$ cat src/rtl/fdse_pkg.sv
`timescale 1ns / 1ps
// ----------------------------------------------------------------------------
// fdse_pkg: shared types and constants of the Forth dual stack engine
// Command codes, request and reply beats, parameter defaults.
// ----------------------------------------------------------------------------
package fdse_pkg;

  localparam int VALUE_BITS       = 32;
  localparam int CMD_BITS         = 4;
  localparam int CELL_BITS_DEF    = 32;
  localparam int DATA_DEPTH_DEF   = 64;
  localparam int RETURN_DEPTH_DEF = 64;

  typedef enum logic [CMD_BITS-1:0] {
    CMD_CLEAR = 4'd0,
    CMD_DEPTH = 4'd1,
    CMD_DROP  = 4'd2,
    CMD_DUP   = 4'd3,
    CMD_OVER  = 4'd4,
    CMD_PEEK  = 4'd5,
    CMD_POP   = 4'd6,
    CMD_PUSH  = 4'd7,
    CMD_ROT   = 4'd8,
    CMD_SWAP  = 4'd9,
    CMD_TUCK  = 4'd10,
    CMD_ROLL  = 4'd11,
    CMD_RPUSH = 4'd12,
    CMD_RPOP  = 4'd13,
    CMD_RPEEK = 4'd14
  } cmd_e;

  typedef struct packed {
    logic [CMD_BITS-1:0]   command;
    logic [VALUE_BITS-1:0] push_value;
  } request_t;

  typedef struct packed {
    logic [VALUE_BITS-1:0] result_value;
    logic                  fault;
  } reply_t;

endpackage

$ cat src/rtl/fdse_cell_ram.sv
`timescale 1ns / 1ps
// ----------------------------------------------------------------------------
// fdse_cell_ram: stack cell memory
// One write port, one read port, read data registered.
// ----------------------------------------------------------------------------
module fdse_cell_ram #(
  parameter int WIDTH = fdse_pkg::CELL_BITS_DEF,
  parameter int DEPTH = fdse_pkg::DATA_DEPTH_DEF,
  localparam int AW   = $clog2(DEPTH)
) (
  input  logic             clk,
  input  logic             we,
  input  logic [AW-1:0]    waddr,
  input  logic [WIDTH-1:0] wdata,
  input  logic [AW-1:0]    raddr,
  output logic [WIDTH-1:0] rdata
);

  logic [WIDTH-1:0] mem [DEPTH];

  always_ff @(posedge clk) begin
    if (we) begin
      mem[waddr] <= wdata;
    end
  end

  always_ff @(posedge clk) begin
    rdata <= mem[raddr];
  end

endmodule

$ cat src/rtl/fdse_seq.sv
`timescale 1ns / 1ps
// ----------------------------------------------------------------------------
// fdse_seq: command sequencer of the Forth dual stack engine
// Checks counts, reads stack cells, writes them back, steps through roll.
// ----------------------------------------------------------------------------
module fdse_seq #(
  parameter int CELL_BITS    = fdse_pkg::CELL_BITS_DEF,
  parameter int DATA_DEPTH   = fdse_pkg::DATA_DEPTH_DEF,
  parameter int RETURN_DEPTH = fdse_pkg::RETURN_DEPTH_DEF,
  localparam int DAW = $clog2(DATA_DEPTH),
  localparam int RAW = $clog2(RETURN_DEPTH)
) (
  input  logic                 clk,
  input  logic                 rst,
  input  logic                 start,
  input  fdse_pkg::request_t   request,
  output logic                 busy,
  output logic                 done,
  output fdse_pkg::reply_t     reply,
  output logic                 d_we,
  output logic [DAW-1:0]       d_waddr,
  output logic [CELL_BITS-1:0] d_wdata,
  output logic [DAW-1:0]       d_raddr,
  input  logic [CELL_BITS-1:0] d_rdata,
  output logic                 r_we,
  output logic [RAW-1:0]       r_waddr,
  output logic [CELL_BITS-1:0] r_wdata,
  output logic [RAW-1:0]       r_raddr,
  input  logic [CELL_BITS-1:0] r_rdata
);

  localparam int DCW   = $clog2(DATA_DEPTH + 1);
  localparam int RCW   = $clog2(RETURN_DEPTH + 1);
  localparam int CMP_W = (CELL_BITS > DCW) ? CELL_BITS : DCW;
  localparam logic [DCW-1:0] D_FULL = DCW'(DATA_DEPTH);
  localparam logic [RCW-1:0] R_FULL = RCW'(RETURN_DEPTH);

  typedef enum logic [7:0] {
    S_IDLE      = 8'b0000_0001,
    S_READ      = 8'b0000_0010,
    S_WRITE     = 8'b0000_0100,
    S_ROLL_CHK  = 8'b0000_1000,
    S_ROLL_T    = 8'b0001_0000,
    S_ROLL_SH   = 8'b0010_0000,
    S_ROLL_LAST = 8'b0100_0000,
    S_RREAD     = 8'b1000_0000
  } state_t;

  state_t                          state;
  logic [fdse_pkg::CMD_BITS-1:0]   cmd;
  logic [DCW-1:0]                  dcount;
  logic [RCW-1:0]                  rcount;
  logic [CELL_BITS-1:0]            t0, t1, t2;
  logic [1:0]                      step;
  logic [DAW-1:0]                  ptr;

  logic [CELL_BITS-1:0] pcell;
  logic [1:0]           need, nreads;
  logic                 grows, d_fault, r_empty, r_full, room;
  logic [DAW-1:0]       s0, s1, s2, top, rd_slot;
  logic [RCW-1:0]       rcount_m1;
  logic [CMP_W-1:0]     u_ext, n_m1, base_w;
  logic                 roll_bad, roll_zero, wr_last;

  // address of the cell k places below the top
  function automatic logic [DAW-1:0] slot_addr(input logic [DCW-1:0] cnt,
                                               input logic [1:0] k);
    logic [DCW-1:0] s;
    s = cnt - DCW'(k) - DCW'(1);
    return s[DAW-1:0];
  endfunction

  function automatic logic [1:0] need_items(input logic [fdse_pkg::CMD_BITS-1:0] c);
    logic [1:0] r;
    r = 2'd0;
    case (c) inside
      fdse_pkg::CMD_DROP, fdse_pkg::CMD_DUP, fdse_pkg::CMD_PEEK,
      fdse_pkg::CMD_POP, fdse_pkg::CMD_ROLL:                        r = 2'd1;
      fdse_pkg::CMD_OVER, fdse_pkg::CMD_SWAP, fdse_pkg::CMD_TUCK:   r = 2'd2;
      fdse_pkg::CMD_ROT:                                            r = 2'd3;
      default:                                                      r = 2'd0;
    endcase
    return r;
  endfunction

  assign pcell     = CELL_BITS'(request.push_value);
  assign need      = need_items(request.command);
  assign nreads    = need_items(cmd);
  assign grows     = (request.command == fdse_pkg::CMD_DUP) ||
                     (request.command == fdse_pkg::CMD_OVER) ||
                     (request.command == fdse_pkg::CMD_TUCK);
  assign room      = (dcount < D_FULL);
  assign d_fault   = (dcount < DCW'(need)) || (grows && !room);
  assign r_empty   = (rcount == '0);
  assign r_full    = (rcount >= R_FULL);
  assign rcount_m1 = rcount - RCW'(1);
  assign s0        = slot_addr(dcount, 2'd0);
  assign s1        = slot_addr(dcount, 2'd1);
  assign s2        = slot_addr(dcount, 2'd2);
  assign rd_slot   = slot_addr(dcount, step);
  assign top       = dcount[DAW-1:0];

  // roll count check and base address of the cell brought to the top
  assign u_ext     = CMP_W'(t0);
  assign n_m1      = CMP_W'(dcount) - CMP_W'(1);
  assign roll_bad  = (u_ext >= n_m1);
  assign roll_zero = (t0 == '0);
  assign base_w    = CMP_W'(dcount) - CMP_W'(2) - u_ext;

  assign wr_last   = (cmd == fdse_pkg::CMD_DUP) || (cmd == fdse_pkg::CMD_OVER) ||
                     ((cmd == fdse_pkg::CMD_SWAP) && (step == 2'd1)) ||
                     (step == 2'd2);

  assign busy = (state != S_IDLE);

  // memory port drive
  always_comb begin
    d_we    = 1'b0;
    d_waddr = top;
    d_wdata = pcell;
    d_raddr = s0;
    r_we    = 1'b0;
    r_waddr = rcount[RAW-1:0];
    r_wdata = pcell;
    r_raddr = rcount_m1[RAW-1:0];
    unique case (state)
      S_IDLE: begin
        if (start) begin
          d_we = (request.command == fdse_pkg::CMD_PUSH) && room;
          r_we = (request.command == fdse_pkg::CMD_RPUSH) && !r_full;
        end
      end
      S_READ: d_raddr = rd_slot;
      S_WRITE: begin
        d_we = 1'b1;
        unique case (cmd) inside
          fdse_pkg::CMD_DUP:  begin d_waddr = top; d_wdata = t0; end
          fdse_pkg::CMD_OVER: begin d_waddr = top; d_wdata = t1; end
          fdse_pkg::CMD_SWAP, fdse_pkg::CMD_TUCK: begin
            case (step)
              2'd0:    begin d_waddr = s1;  d_wdata = t0; end
              2'd1:    begin d_waddr = s0;  d_wdata = t1; end
              default: begin d_waddr = top; d_wdata = t0; end
            endcase
          end
          fdse_pkg::CMD_ROT: begin
            case (step)
              2'd0:    begin d_waddr = s2; d_wdata = t1; end
              2'd1:    begin d_waddr = s1; d_wdata = t0; end
              default: begin d_waddr = s0; d_wdata = t2; end
            endcase
          end
          default: d_we = 1'b0;
        endcase
      end
      S_ROLL_CHK: d_raddr = base_w[DAW-1:0];
      S_ROLL_T:   d_raddr = ptr + DAW'(1);
      S_ROLL_SH: begin
        d_we    = 1'b1;
        d_waddr = ptr;
        d_wdata = d_rdata;
        d_raddr = ptr + DAW'(2);
      end
      S_ROLL_LAST: begin
        d_we    = 1'b1;
        d_waddr = s0;
        d_wdata = t0;
      end
      S_RREAD: d_raddr = s0;
      default: d_raddr = s0;
    endcase
  end

  always_ff @(posedge clk) begin
    if (rst) begin
      state  <= S_IDLE;
      dcount <= '0;
      rcount <= '0;
      done   <= 1'b0;
    end else begin
      done <= 1'b0;
      unique case (state)
        S_IDLE: begin
          if (start) begin
            cmd  <= request.command;
            step <= 2'd1;
            reply.result_value <= '0;
            reply.fault        <= 1'b0;
            unique case (request.command) inside
              fdse_pkg::CMD_CLEAR: begin
                dcount <= '0;
                done   <= 1'b1;
              end
              fdse_pkg::CMD_DEPTH: begin
                reply.result_value <= fdse_pkg::VALUE_BITS'(dcount);
                done               <= 1'b1;
              end
              fdse_pkg::CMD_DROP: begin
                if (d_fault) reply.fault <= 1'b1;
                else dcount <= dcount - DCW'(1);
                done <= 1'b1;
              end
              fdse_pkg::CMD_PUSH: begin
                if (!room) reply.fault <= 1'b1;
                else dcount <= dcount + DCW'(1);
                done <= 1'b1;
              end
              fdse_pkg::CMD_RPUSH: begin
                if (r_full) reply.fault <= 1'b1;
                else rcount <= rcount + RCW'(1);
                done <= 1'b1;
              end
              fdse_pkg::CMD_RPOP, fdse_pkg::CMD_RPEEK: begin
                if (r_empty) begin
                  reply.fault <= 1'b1;
                  done        <= 1'b1;
                end else begin
                  state <= S_RREAD;
                end
              end
              fdse_pkg::CMD_DUP, fdse_pkg::CMD_OVER, fdse_pkg::CMD_PEEK,
              fdse_pkg::CMD_POP, fdse_pkg::CMD_ROT, fdse_pkg::CMD_SWAP,
              fdse_pkg::CMD_TUCK, fdse_pkg::CMD_ROLL: begin
                if (d_fault) begin
                  reply.fault <= 1'b1;
                  done        <= 1'b1;
                end else begin
                  state <= S_READ;
                end
              end
              default: done <= 1'b1;
            endcase
          end
        end
        S_READ: begin
          case (step)
            2'd1:    t0 <= d_rdata;
            2'd2:    t1 <= d_rdata;
            default: t2 <= d_rdata;
          endcase
          if (step < nreads) begin
            step <= step + 2'd1;
          end else begin
            step <= 2'd0;
            unique case (cmd) inside
              fdse_pkg::CMD_PEEK, fdse_pkg::CMD_POP: begin
                reply.result_value <= fdse_pkg::VALUE_BITS'(d_rdata);
                if (cmd == fdse_pkg::CMD_POP) dcount <= dcount - DCW'(1);
                done  <= 1'b1;
                state <= S_IDLE;
              end
              fdse_pkg::CMD_ROLL: state <= S_ROLL_CHK;
              default:            state <= S_WRITE;
            endcase
          end
        end
        S_WRITE: begin
          if (wr_last) begin
            if (cmd != fdse_pkg::CMD_SWAP && cmd != fdse_pkg::CMD_ROT) begin
              dcount <= dcount + DCW'(1);
            end
            done  <= 1'b1;
            state <= S_IDLE;
          end else begin
            step <= step + 2'd1;
          end
        end
        S_ROLL_CHK: begin
          if (roll_bad) begin
            reply.fault <= 1'b1;
            done        <= 1'b1;
            state       <= S_IDLE;
          end else begin
            dcount <= dcount - DCW'(1);
            ptr    <= base_w[DAW-1:0];
            if (roll_zero) begin
              done  <= 1'b1;
              state <= S_IDLE;
            end else begin
              state <= S_ROLL_T;
            end
          end
        end
        S_ROLL_T: begin
          t0    <= d_rdata;
          state <= S_ROLL_SH;
        end
        S_ROLL_SH: begin
          if (ptr + DAW'(1) == s0) state <= S_ROLL_LAST;
          else ptr <= ptr + DAW'(1);
        end
        S_ROLL_LAST: begin
          done  <= 1'b1;
          state <= S_IDLE;
        end
        S_RREAD: begin
          reply.result_value <= fdse_pkg::VALUE_BITS'(r_rdata);
          if (cmd == fdse_pkg::CMD_RPOP) rcount <= rcount_m1;
          done  <= 1'b1;
          state <= S_IDLE;
        end
        default: state <= S_IDLE;
      endcase
    end
  end

endmodule

$ cat src/rtl/forth_dual_stack_engine.sv
`timescale 1ns / 1ps
// ----------------------------------------------------------------------------
// forth_dual_stack_engine: Forth data stack and return stack
// Runs one stack command per beat; each command gives exactly one reply beat.
// ----------------------------------------------------------------------------
//  channel   ports                     direction  handshake
//  --------  ------------------------  ---------  ---------------------------
//  request   start, busy, request      in         taken when start && !busy
//  reply     done, reply               out        one cycle strobe, no stall
//
//  Pacing: the single data memory, one read and one write per cycle, sets
//  the pace of the commands: cells go through it one by one, and roll moves
//  one cell a cycle.
//  Reset: synchronous rst empties both stacks; cell memories are not cleared.
//  Stalls: the receiver cannot stall; busy holds off new requests.
// ----------------------------------------------------------------------------
module forth_dual_stack_engine #(
  parameter int CELL_BITS    = fdse_pkg::CELL_BITS_DEF,
  parameter int DATA_DEPTH   = fdse_pkg::DATA_DEPTH_DEF,
  parameter int RETURN_DEPTH = fdse_pkg::RETURN_DEPTH_DEF
) (
  input  logic               clk,
  input  logic               rst,
  input  logic               start,
  input  fdse_pkg::request_t request,
  output logic               busy,
  output logic               done,
  output fdse_pkg::reply_t   reply
);

  localparam int DAW = $clog2(DATA_DEPTH);
  localparam int RAW = $clog2(RETURN_DEPTH);

  // data stack memory port
  logic                 d_we;
  logic [DAW-1:0]       d_waddr, d_raddr;
  logic [CELL_BITS-1:0] d_wdata, d_rdata;

  // return stack memory port
  logic                 r_we;
  logic [RAW-1:0]       r_waddr, r_raddr;
  logic [CELL_BITS-1:0] r_wdata, r_rdata;

  // Sequencer: decode the command, check depths, drive both memories.
  fdse_seq #(
    .CELL_BITS   (CELL_BITS),
    .DATA_DEPTH  (DATA_DEPTH),
    .RETURN_DEPTH(RETURN_DEPTH)
  ) u_seq (
    .clk    (clk),
    .rst    (rst),
    .start  (start),
    .request(request),
    .busy   (busy),
    .done   (done),
    .reply  (reply),
    .d_we   (d_we),
    .d_waddr(d_waddr),
    .d_wdata(d_wdata),
    .d_raddr(d_raddr),
    .d_rdata(d_rdata),
    .r_we   (r_we),
    .r_waddr(r_waddr),
    .r_wdata(r_wdata),
    .r_raddr(r_raddr),
    .r_rdata(r_rdata)
  );

  // Data stack cells, slot 0 at the bottom.
  fdse_cell_ram #(
    .WIDTH(CELL_BITS),
    .DEPTH(DATA_DEPTH)
  ) u_data_ram (
    .clk  (clk),
    .we   (d_we),
    .waddr(d_waddr),
    .wdata(d_wdata),
    .raddr(d_raddr),
    .rdata(d_rdata)
  );

  // Return stack cells.
  fdse_cell_ram #(
    .WIDTH(CELL_BITS),
    .DEPTH(RETURN_DEPTH)
  ) u_return_ram (
    .clk  (clk),
    .we   (r_we),
    .waddr(r_waddr),
    .wdata(r_wdata),
    .raddr(r_raddr),
    .rdata(r_rdata)
  );

  // A faulted command yields a zero value.
  a_fault_zero: assert property (@(posedge clk) disable iff (rst)
    done && reply.fault |-> reply.result_value == '0)
    else $error("fault reply carries a nonzero value");

  // Leaving a multi-cycle command always delivers its reply.
  a_busy_done: assert property (@(posedge clk) disable iff (rst)
    $fell(busy) |-> done)
    else $error("command finished without a reply");

  // Clear never faults and replies on the next cycle.
  a_clear_reply: assert property (@(posedge clk) disable iff (rst)
    start && !busy && request.command == fdse_pkg::CMD_CLEAR |=>
      done && !reply.fault)
    else $error("clear did not reply cleanly");

  // Reported depth never exceeds the data stack size.
  a_depth_bound: assert property (@(posedge clk) disable iff (rst)
    start && !busy && request.command == fdse_pkg::CMD_DEPTH |=>
      reply.result_value <= fdse_pkg::VALUE_BITS'(DATA_DEPTH))
    else $error("depth beyond stack size");

endmodule

$ cat config.mk
export PLATFORM = sky130hd
export DESIGN_NAME = forth_dual_stack_engine
export DESIGN_NICKNAME = d
export VERILOG_FILES = /design/src/rtl/fdse_pkg.sv /design/src/rtl/fdse_cell_ram.sv /design/src/rtl/fdse_seq.sv /design/src/rtl/forth_dual_stack_engine.sv
export SDC_FILE = /design/constraint.sdc
export NUM_CORES = 2
export LEC_CHECK = 0
export BUFFER_PORTS_ARGS = -buffer_cell sky130_fd_sc_hd__buf_2
export CORE_UTILIZATION = 36
export DETAILED_ROUTE_END_ITERATION = 12
export MAX_ROUTING_LAYER = met4
export PLACE_DENSITY = 0.54
export SETUP_SLACK_MARGIN = 0.4
export SYNTH_ARGS = -nofsm -noshare
export SYNTH_HDL_FRONTEND = slang
export SYNTH_SLANG_ARGS = --single-unit
$ cat constraint.sdc
create_clock -name clk -period 7.4 [get_ports clk]
set_clock_uncertainty 0.15 [all_clocks]
set_input_delay 0.37 -clock clk [delete_from_list [all_inputs] [get_ports clk]]
set_output_delay 0.37 -clock clk [all_outputs]
set_load 0.01 [all_outputs]
Word level (Yosys, flattened, before mapping) --
Memories as Yosys holds them, arrays and structs flattened. A register that Yosys moved wholly into a read port is not among the register bits. Index checks and enable logic that the tools add are counted. W data, S select, Z words.
Storage, ports and cells: memories 2, word-level logic and storage cells 223, bits in registers 164, output and inout port bits 35, bits of input ports 39, bits in writable memories 4096
Cells by class: bitwise operators 2, $lt $le $gt $ge 5, mux-type cells 80, eq/ne operators 59, reduce and logical (&&, ||, !) cells 48, add/subtract/negate cells 15
Memory list:
- u_data_ram.mem | depth 64, bits a word 32, read ports 1, clocked after Yosys merged registers in 1, write ports 1, RTL line fdse_cell_ram.sv:19 | logic [WIDTH-1:0] mem [DEPTH];
- u_return_ram.mem | depth 64, bits a word 32, read ports 1, clocked after Yosys merged registers in 1, write ports 1, RTL line fdse_cell_ram.sv:19
Operators with widths (count):
- $pmux W32 S3 | 2
- $mux W32 | 4
- $pmux W32 S2 | 2
- $pmux W32 S4 | 1
- $mux W7 | 14
- $mux W8 | 7
- $eq A4 B4 Y1 const B | 12
- $pmux W6 S2 | 4
- $pmux W8 S6 | 1
- $mux W33 | 1
- $ge A32 B32 Y1 | 1
- $logic_not A32 Y1 | 1
- $eq A4 B3 Y1 const B | 7
- $pmux W7 S4 | 1
- $pmux W6 S4 | 1
- $pmux W7 S3 | 1
- $mux W1 | 19
- $mux W2 | 9
- $pmux W6 S3 | 1
- $sub A6 B1 Y6 const B | 3
- $eq A4 B2 Y1 const B | 4
- $ne A2 B1 Y1 const B | 8
- $pmux W8 S2 | 1
- $reduce_or A5 Y1 | 3
- 59 further kinds | 101

Depth between registers and ports, before layout --
word-level depth 10, depth in mapped cells 19, gate-level depth less buffers 14

By module --
A second synthesis with hierarchy kept.
Unflattened totals: cells, all modules 7952, area total of the unflattened synthesis 168301.4 µm²
By module, submodules not included:
- fdse_cell_ram (u_data_ram) | area an instance 79039.6 µm², instances 1, cells each 3511
- fdse_cell_ram (u_return_ram) | area an instance 78515.3 µm², instances 1, cells each 3324
- fdse_seq | area an instance 10746.6 µm², instances 1, cells each 1117

Worst setup path before layout --
Ideal clock, no wire load.
path type register -> register, start point reg u_seq.dcount[0], end point mem u_data_ram.mem[24][0] (netlist bit) (enable), buffers on the path 2, setup time 0.425 ns, slack 1.891 ns, stages on the path, launching flop included 14, arrival time 4.934 ns, clock period less this slack 5.509 ns, cells stage by stage dfxtp_1 -> clkbuf_1 -> clkbuf_1 -> inv_1 -> ha_1 -> xnor2_1 -> nand3_1 -> nor2_1 -> a21oi_1 -> o21ai_0 -> a21oi_1 -> a211oi_1 -> nor3b_1 -> nor2b_1
On the way: longest elaborated chain between the ends 6
RTL lines:
- start, declared | RTL line fdse_seq.sv:51 | logic [DCW-1:0] dcount;
- start signal, assigned | RTL line fdse_seq.sv:200 | else dcount <= dcount - DCW'(1);
- start signal, assigned | RTL line fdse_seq.sv:205 | else dcount <= dcount + DCW'(1);
- start signal, assigned | RTL line fdse_seq.sv:248 | if (cmd == fdse_pkg::CMD_POP) dcount <= dcount - DCW'(1);
- parallel branches: the longest is 6 deep, another holds $sub A7 B1 Y7
- end, declared | RTL line fdse_cell_ram.sv:19
Several ways; the timed one is not identified.

Worst setup path after layout --
start point reg u_seq.state[6], end point reg u_data_ram.rdata[11], read port of u_data_ram.mem
On the way: longest elaborated chain between the ends 2
RTL lines:
- start, declared | RTL line fdse_seq.sv:49 | state_t state;
- start signal, assigned | RTL line fdse_seq.sv:176 | state <= S_IDLE;
- start signal, assigned | RTL line fdse_seq.sv:218 | state <= S_RREAD;
- start signal, assigned | RTL line fdse_seq.sv:228 | state <= S_READ;
- $eq A8 B6 Y1, or another cell as far along | RTL line fdse_seq.sv:126 | unique case (state)
- $pmux W6 S4 (*) | RTL line fdse_seq.sv:126
- end, declared | RTL line fdse_cell_ram.sv:16 | output logic [WIDTH-1:0] rdata
Mark *: on every way between the ends. The rest lies on a longest branch, timed or not. A chain may end at the register's enable or synchronous reset.

==> impl_metrics.toml <==
[status]
outcome = "complete, no violations"

[sta]
min_period_ns = 5.73
period_share = 0.774
holdWs_ns = 0.0701
drv_slew = 0
grt_setup_unrepaired = "false"
finalSetupViolCount = 0
tightest_slew_ns = 1.38
setup_tns_ns = 0
max_slew_margin = 0.0806
fmax_ghz = 0.174
hold_viol_final = 0
worst_slack_ns = 1.67

[layout]
drive_gt1_frac = 0.188
nFillCells = 41700
stdcell_count = 16500
area.growth.synth_to_final_pct = 13.8
finalInstanceArea_um2 = 194000
fin_nets = 10000

[detailed_routing]
drtIter0Drc = 12900
num_vias = 94800
ant_nets = 0
post_drt_wl_per_cell_um = 30.8
post-route-drc-count = 0
dr.pass1.iters = 9
post_drt_via_cell_ratio = 5.75
routed_wl_mm = 508

[yosys]
postSynthAreaPerCell_um2 = 17.6
synth_flop_cell = "edfxtp_1"
synth_edf_count = 4237
netlist_instances = 9687
synth_area_um2 = 171000
async_flop_share = 0
synth_cell_types = 85
yosysWarnings = 0
ys_ff_latch = 4324
synth_nets = 9781
yosysSeqAreaShare = 0.755

[worst_setup_path]
slowest_stage = "o21a_4"
arrival_ns = 6.45
cpLargestDelayFamily = "compound AO/OA/AOI/OAI gates"
crit_buf_inv = 1
worstSetupStartpointType = "register"
max_stage_delay_ns = 0.92
crit_fanout = 59
crit_type = "reg2reg"
crit_path_end_kind = "register"
critPathRequiredTime_ns = 8.12
path_cells = "or4_1 -> or2_0 -> o32ai_2 -> o21a_4 -> buf_12 -> mux4_2 -> and2_0 -> o31ai_1 -> and4_1"

[floorplanning]
chipWidth_um = 691
start_util = 0.362
coreArea_um2 = 472000
ioPinCount = 74
dieHeight_um = 691
dieArea_um2 = 478000
rows = 252

[placement]
place.gp.congestion = 0.898
port-buffer-count = 73
dp_cells = 15700
placed_cell_area_um2 = 181000
dp_hpwl_mm = 294
place_ws_ns = 1.63

[power_and_ir_drop]
power_density_nw_per_um2 = 327
p_leak_uw = 0.0613
max-vdd-ir-drop_mv = 0.259

[grt]
grtUsageTotal = 0.213
met2_usage = 0.320
grt-busiest-layer = "met2"
met3_usage = 0.0448
grt_pass1_vias = 93300
met1_usage = 0.298
grt_max_degree = 138
antenna_found_initial = 65
overflow = 0
grt_pass1_wl_mm = 712

[clocking]
cts_tree = "yes"
path_clk_slew_ns = 0.07
clk_path_buf_depth = 4
worstSkewPairLatency_ns = 0.95
htree_levels = 5
cts.sinks = 4324
cts_setup_buffers = 0
cts_root_buffer = "clkbuf_16"
numCtsBuffers = 418

[job]
cap_violations = 0

[worst_hold_path]
hp-class = "in2reg"
==> final timing paths <==
kind                                                      endpoint  cells after the start                           start  slack, ns
worst max-delay path                  u_data_ram.rdata[11]$_DFF_P_                      9     u_seq.state[6]$_SDFFE_PP0P_       1.67
worst min-delay path            u_return_ram.mem[15][12]$_DFFE_PP_                      2                     request[12]       0.07
worst max register to register        u_data_ram.rdata[11]$_DFF_P_                      9     u_seq.state[6]$_SDFFE_PP0P_       1.67
worst min register to register           u_seq.reply[30]$_DFFE_PP_                      1  u_return_ram.rdata[29]$_DFF_P_       0.38
==> power by group <==
group	internal [µW]	total (µW)	switching [µW]
clock network	11800	21000	9200
registers	27300	27900	578
logic	5210	14600	9390
==> kinds of logic (layout without fill, tap and decap cells) <==
family,after synthesis,in the layout,share of synthesized area
flip-flops,4324,4324,0.755
adder cells (fa/ha/maj),57,57,0.00423
XOR/XNOR,42,42,0.00215
multiplexers,956,956,0.106
AND/OR/NAND/NOR,2542,2542,0.0658
AO/OA/AOI/OAI,1046,1046,0.0495
buffers and inverters,720,1284,0.0176
other,0,16,0
==> synth_stat cells (20+ instances only) <==
cell         n  area share
o31ai_1     30      0.0013
a31oi_1     21     0.00077
edfxtp_1  4237        0.74
a21oi_1     94      0.0028
a311oi_1    37      0.0019
nand4_1     85      0.0031
o211ai_1   114      0.0050
mux4_2     681       0.090
a311o_1    128      0.0075
clkbuf_1   355      0.0078
o22ai_1     27     0.00099
nand3_1    636       0.019
a222oi_1    60      0.0035
xnor2_1     33      0.0017
nand2_1   1403       0.031
buf_2      129      0.0038
a22oi_1     20     0.00088
mux2_2      33      0.0022
and3_1      52      0.0019
inv_1       79      0.0017
o21ai_0     80      0.0023
buf_1      126      0.0028
mux2i_1    242       0.014
o211a_1    127      0.0074
nor2b_1     34      0.0012
a211oi_1   138      0.0061
dfxtp_1     87       0.010
nor3_1      37      0.0011
a22o_1      44      0.0023
nor2_1     168      0.0037
or3_1       21     0.00077
ha_1        53      0.0039
buf_4       22     0.00097
==> placed cells by master, fill, tap and decap left out, drive strengths merged, types with 44 or more instances in the layout <==
master     n
nor2     168
o211ai   114
inv       89
and3      52
clkinv   179
o21ai     87
a22o      44
nand3    636
mux2i    242
nand2   1403
dfxtp     87
buf      415
a21oi     94
edfxtp  4237
a311o    128
a222oi    60
a211oi   138
nand4     85
mux4     681
clkbuf   534
o211a    127
ha        53
==> layer usage <==
layer | routed length (µm) | vias up
met1 | 216000 | 50500
met2 | 232000 | 4360
met5 | 0 | -
met4 | 12500 | 0
met3 | 47500 | 625
li1 | - | 39400
==> stage by stage <==
step / power (µW) / util
final: 63500 / 0.412
after global placement: 42700 / 0.383
after global routing: 65400 / 0.412
after CTS: 63800 / 0.412
after detailed placement: 42800 / 0.383
after floorplan: 36300 / -
==> layout make-up <==
class | instances | area (µm²) | share of cell area
clock buffers | 534 | 11100 | 0.0573
flip-flops and latches | 4324 | 129000 | 0.663
repair buffers | 440 | 3670 | 0.0189
diodes | 16 | 40.0 | 0.000206
clock inverters | 230 | 2120 | 0.0109
multi-input cells | 4643 | 40400 | 0.208
well taps | 6223 | 7790 | 0.0400
inverters | 80 | 300 | 0.00154
==> worst reg2reg max path: cells and delay by family, from the launching register on <==
family                 cells  cell delay [ns]
buffers and inverters      1             0.49
and+or+nand+nor            4             1.71
AOI/OAI and AO/OA          3             2.20
DFF                        1             0.45
muxes                      1             0.68
==> registers in the layout (all words and copies together), names as in the netlist <==
register,count
u_seq.cmd,4
u_seq.state,8
u_return_ram.mem,2048
u_seq.t1,32
u_data_ram.mem,2048
u_data_ram.rdata,32
u_seq.reply,33
u_seq.step,2
u_seq.dcount,7
u_seq.ptr,6
u_return_ram.rdata,32
u_seq.done,1
u_seq.t2,32
u_seq.rcount,7
u_seq.t0,32
==> what timing repair did <==
item,4_1_cts,5_1_grt
hold buffers,25,0
gates resized for setup,0,0
hold endpoints to repair,406,0
No activity file was read; power rests on OpenSTA's default activity.
